[src/hw/rtl/vntc_pkg.sv]
// Shared constants and types for the value noise tile classifier.
`default_nettype none

package vntc_pkg;

  // Configuration register indexes.
  localparam logic [7:0] REG_NOISE_SEED       = 8'd0;
  localparam logic [7:0] REG_SAMPLE_FREQUENCY = 8'd1;
  localparam logic [7:0] REG_WALL_THRESHOLD   = 8'd2;

  // Reset values of the configuration registers.
  localparam logic [31:0] SEED_RESET      = 32'd0;
  localparam logic [15:0] FREQUENCY_RESET = 16'd13107;
  localparam logic [15:0] THRESHOLD_RESET = 16'd32768;

  // Lattice hash multipliers.
  localparam logic [31:0] HASH_K1 = 32'd374761393;
  localparam logic [31:0] HASH_K2 = 32'd668265263;
  localparam logic [31:0] HASH_K3 = 32'd1274126177;

  // Quintic fade coefficients: 6t^5 - 15t^4 + 10t^3.
  localparam logic [20:0] FADE_C10 = 21'd655360;
  localparam logic [3:0]  FADE_C15 = 4'd15;
  localparam logic [3:0]  FADE_C6  = 4'd6;

  // Stage enables handed to the fade pipeline.
  typedef struct packed {
    logic s2;
    logic s3;
    logic s4;
  } fade_en_t;

endpackage

`default_nettype wire

[src/hw/rtl/vntc_fade.sv]
// Three-stage pipelined quintic fade of a Q0.16 fraction.
`default_nettype none

module vntc_fade (
  input  wire logic              clk,
  input  wire vntc_pkg::fade_en_t en,
  input  wire logic [15:0]       frac,
  output logic [15:0]            fade
);

  logic [15:0] frac_a;
  logic [15:0] t2_a;
  logic [31:0] sq;
  logic [15:0] t3_b;
  logic [19:0] q_b;
  logic [31:0] cube;
  logic [20:0] q_sum;
  logic [35:0] prod;
  logic [19:0] r;

  // Square of the fraction.
  assign sq = frac * frac;

  always_ff @(posedge clk) begin
    if (en.s2) begin
      frac_a <= frac;
      t2_a   <= sq[31:16];
    end
  end

  // Cube and the quadratic factor 10 - 15t + 6t^2, always positive.
  assign cube  = t2_a * frac_a;
  assign q_sum = vntc_pkg::FADE_C10 + 21'(t2_a) * 21'(vntc_pkg::FADE_C6)
                 - 21'(frac_a) * 21'(vntc_pkg::FADE_C15);

  always_ff @(posedge clk) begin
    if (en.s3) begin
      t3_b <= cube[31:16];
      q_b  <= q_sum[19:0];
    end
  end

  // Final product, saturated to the top of the Q0.16 range.
  assign prod = t3_b * q_b;
  assign r    = prod[35:16];

  always_ff @(posedge clk) begin
    if (en.s4) begin
      fade <= (r > 20'hFFFF) ? 16'hFFFF : r[15:0];
    end
  end

endmodule

`default_nettype wire

[config.mk]
export PLATFORM = sky130hd
export DESIGN_NAME = vntc_fade
export DESIGN_NICKNAME = d
export VERILOG_FILES = /design/src/hw/rtl/vntc_pkg.sv /design/src/hw/rtl/vntc_fade.sv
export SDC_FILE = /design/constraint.sdc
export NUM_CORES = 2
export LEC_CHECK = 0
export ABC_AREA = 0
export BUFFER_PORTS_ARGS = -buffer_cell sky130_fd_sc_hd__clkbuf_2
export CAP_MARGIN = 5
export CORE_MARGIN = 2
export CORE_UTILIZATION = 70
export CTS_BUF_LIST = sky130_fd_sc_hd__clkbuf_8
export DETAILED_ROUTE_END_ITERATION = 8
export PLACE_DENSITY = 0.95
export SLEW_MARGIN = 20
export SYNTH_ARGS = -nofsm -noshare
export SYNTH_HDL_FRONTEND = slang
export SYNTH_SLANG_ARGS = --single-unit
[constraint.sdc]
create_clock -name clk -period 16.95 [get_ports clk]
set_input_delay 2.5425 -clock clk [delete_from_list [all_inputs] [get_ports clk]]
set_output_delay 2.5425 -clock clk [all_outputs]
set_load 0.02 [all_outputs]
==> results.py <==
metrics = {
    "outcome": {
        "status": "finished clean",
    },
    "critical_path": {
        "r2r_end": "fade[6]$_SDFFCE_PN1P_",
        "worstSetupEndpointType": "flop",
        "critPathLaunchType": "input pin",
        "r2r_cells": 20,
        "crit_start": "frac[4]",
        "reg2reg_setup_slack_ps": 9050,
        "worstSetupPathType": "input pin to flop",
        "worst-path-max-fanout": 16,
        "cp_data_arrival_time_ps": 9150,
        "endpoint": "t2_a[8]$_DFFE_PP_",
        "cp.required_ps": 17130,
        "rr_startpoint": "t3_b[1]$_DFFE_PP_",
    },
    "synthesis": {
        "async_reset_ff_share_pct": 0,
        "synth_seq_area_share_pct": 8.41,
        "synth.ff_latch_count": 84,
        "synth_cells": 3216,
        "ys_warn_count": 0,
        "synth.net_count": 4251,
        "syn_avg_cell_area_sq_um": 9.33,
        "synth.area.top_cells": "fa_1, ha_1, inv_1, edfxtp_1, and2_1",
        "synth_area_sq_um": 30000,
        "synth_flop_cell": "edfxtp_1",
        "synth-edff-count": 84,
        "synth_top_area_share_pct": 43.5,
        "yosys.area.top_type": "fa_1",
        "synth_cell_types": 62,
    },
    "timing": {
        "finClkSkew_ps": 14.7,
        "period_share_pct": 52.9,
        "hold_viol_final": 0,
        "setup_violations": 0,
        "report.final.slew_viol_count": 0,
        "rsz0062_at_grt": "false",
        "setup_tns_ps": 0,
        "fmax_ghz": 0.111,
        "slew_headroom_pct": 30.6,
        "worstMarginPinSlew_ps": 1040,
        "min_period_ps": 8970,
    },
    "final_layout": {
        "diodes": 0,
        "drive_gt1_share_pct": 2.28,
        "num-fill-cells": 2488,
        "fin_nets": 4183,
        "area_growth_pct": 2.22,
        "utilization_pct": 72.8,
    },
    "clocking": {
        "cts_resized": 0,
        "h-tree-depth": 3,
        "root_buffer": "clkbuf_8",
        "cts_tree": "built",
        "cts_buffers": 9,
        "insertion_delay_ps": 430,
        "path_clk_slew_ps": 90,
        "clockBufferDepth": 2,
        "cts_sinks": 84,
        "cts_setup_buffers": 0,
        "holdBufCountCts": 0,
    },
    "route": {
        "dr.pass1.iters": 6,
        "drt-vias-per-instance": 6.02,
        "vias": 22200,
        "drc_errors": 0,
        "postRouteAntennaNets": 0,
        "wire_per_inst_microns": 19.5,
        "drt_iter0_drc": 2174,
        "wl_mm": 71.9,
    },
    "grt": {
        "grt_max_degree": 37,
        "grt-ovfl-total": 0,
        "grt_pass1_wl_mm": 119,
        "antenna_found_initial": 1,
        "grt_pass1_vias": 24700,
        "grt_usage_pct": 34.1,
    },
    "floorplan": {
        "die_area_sq_um": 44500,
        "fp.dieW_microns": 211,
        "initial_utilization_pct": 71.2,
        "core_sq_um": 42100,
        "row_count": 75,
        "die_h_microns": 211,
        "ios": 36,
    },
    "worst_hold_path": {
        "min_path_type": "flop to flop",
        "hp-start": "frac_a[0]$_DFFE_PP_",
    },
    "placement": {
        "post-dp-hpwl_mm": 57.1,
        "gp_congestion": 0.902,
        "io_buffer_count": 35,
    },
    "run": {
        "maxCapViolations": 0,
    },
}
cell usage in the layout (no fill, tap or decap), drive strengths merged, types with 7 or more instances in the layout:
cell      n
nor2b    10
clkbuf   44
nor2     75
edfxtp   84
and2    279
nand2   440
nand4     9
o21bai   10
xor2     30
a21o     15
o21ai    31
nor3     15
o21a     10
ha      364
inv     837
xnor2    53
a31oi     7
nand3    42
fa      651
a21oi    49
a211oi   15
and3      9
flip-flops by register name, summed over array words and instances (netlist names):
signal / cells
t3_b: 16
frac_a: 16
fade: 16
q_b: 20
t2_a: 16
worst min path at each step:
stage,end,slack [ps],cells after the start
2_1_floorplan,q_b[0]$_DFFE_PP_,550,0
3_3_place_gp,q_b[0]$_DFFE_PP_,1070,0
3_5_place_dp,q_b[0]$_DFFE_PP_,1070,0
4_1_cts,q_b[0]$_DFFE_PP_,1100,0
5_1_grt,q_b[0]$_DFFE_PP_,1160,0
6_report,q_b[0]$_DFFE_PP_,1110,0
cell usage after synthesis (2+ instances only):
cell type / n
o31ai_1: 6
o211ai_1: 5
a221oi_1: 3
fa_1: 651
a21oi_1: 47
o311ai_0: 2
inv_1: 833
buf_2: 2
a211oi_1: 13
a31o_2: 2
a211oi_2: 2
nand2b_1: 6
edfxtp_1: 84
clkbuf_1: 109
nor4_1: 4
nor2b_1: 10
nand3_1: 42
a41oi_1: 2
nor2_1: 75
and4_1: 2
o21a_1: 10
or3_1: 6
nand4_1: 9
a211o_1: 2
a21oi_2: 2
or2_2: 6
xor2_1: 30
a31oi_1: 7
a21o_1: 15
o22a_1: 2
nor3_1: 14
and3_1: 9
ha_1: 364
buf_4: 2
nand2_1: 440
o21bai_1: 10
or4_1: 3
a2111o_1: 2
o21ai_0: 28
xnor2_1: 53
and2_1: 279
o21ai_1: 3
stage by stage:
stage,cell area (sq um),std cells,worst slack [ps],hold WS (ps)
floorplan,30000,3216,8600,546
global placement,30400,3676,8170,1070
detailed placement,30400,3676,7750,1070
CTS,30700,3692,8200,1100
global route,30700,3692,7770,1160
finish,30700,3692,7980,1110
worst max-delay path: stages:
cell,delay (ps)
clkbuf_2,350
inv_1,200
nor2_1,260
fa_1,480
inv_1,120
fa_1,440
fa_1,530
inv_1,60
fa_1,540
inv_1,50
fa_1,450
fa_1,490
inv_1,40
ha_1,270
o21a_1,210
o21a_1,170
o21ai_0,250
a211oi_1,250
o41ai_4,550
o22ai_1,230
o21ai_0,360
and2b_1,240
xnor2_1,80
area by class of cell:
cell class	count	area (sq um)	share of cell area, %
clock buffers	9	124	0.404
multi-input cells	2185	23900	78.0
flip-flops and latches	84	2520	8.23
repair buffers	35	175	0.571
well taps	539	674	2.20
clock inverters	7	128	0.416
inverters	833	3130	10.2
logic make-up after synthesis:
logic type | share of synthesized area (%)
fa+ha+maj | 58.6
buf+inv | 11.9
simple gates | 14.5
compound gates | 4.05
flops | 8.41
xor+xnor | 2.42
mux | 0.0709
layer usage:
layer / vias up / global-route usage (%) / routed length, microns / part of all wire [%]
li1: 9413 / - / - / -
met1: 10900 / 39.1 / 24600 / 34
met2: 1454 / 60.1 / 35900 / 50
met3: 463 / 6.82 / 6990 / 9.7
met4: 0 / 18.6 / 4500 / 6.3
met5: - / 0 / 0 / 0
Power is left out: the tool's default activity adds up to more than one toggle a clock period on the data nets, which glitch-free logic cannot reach.
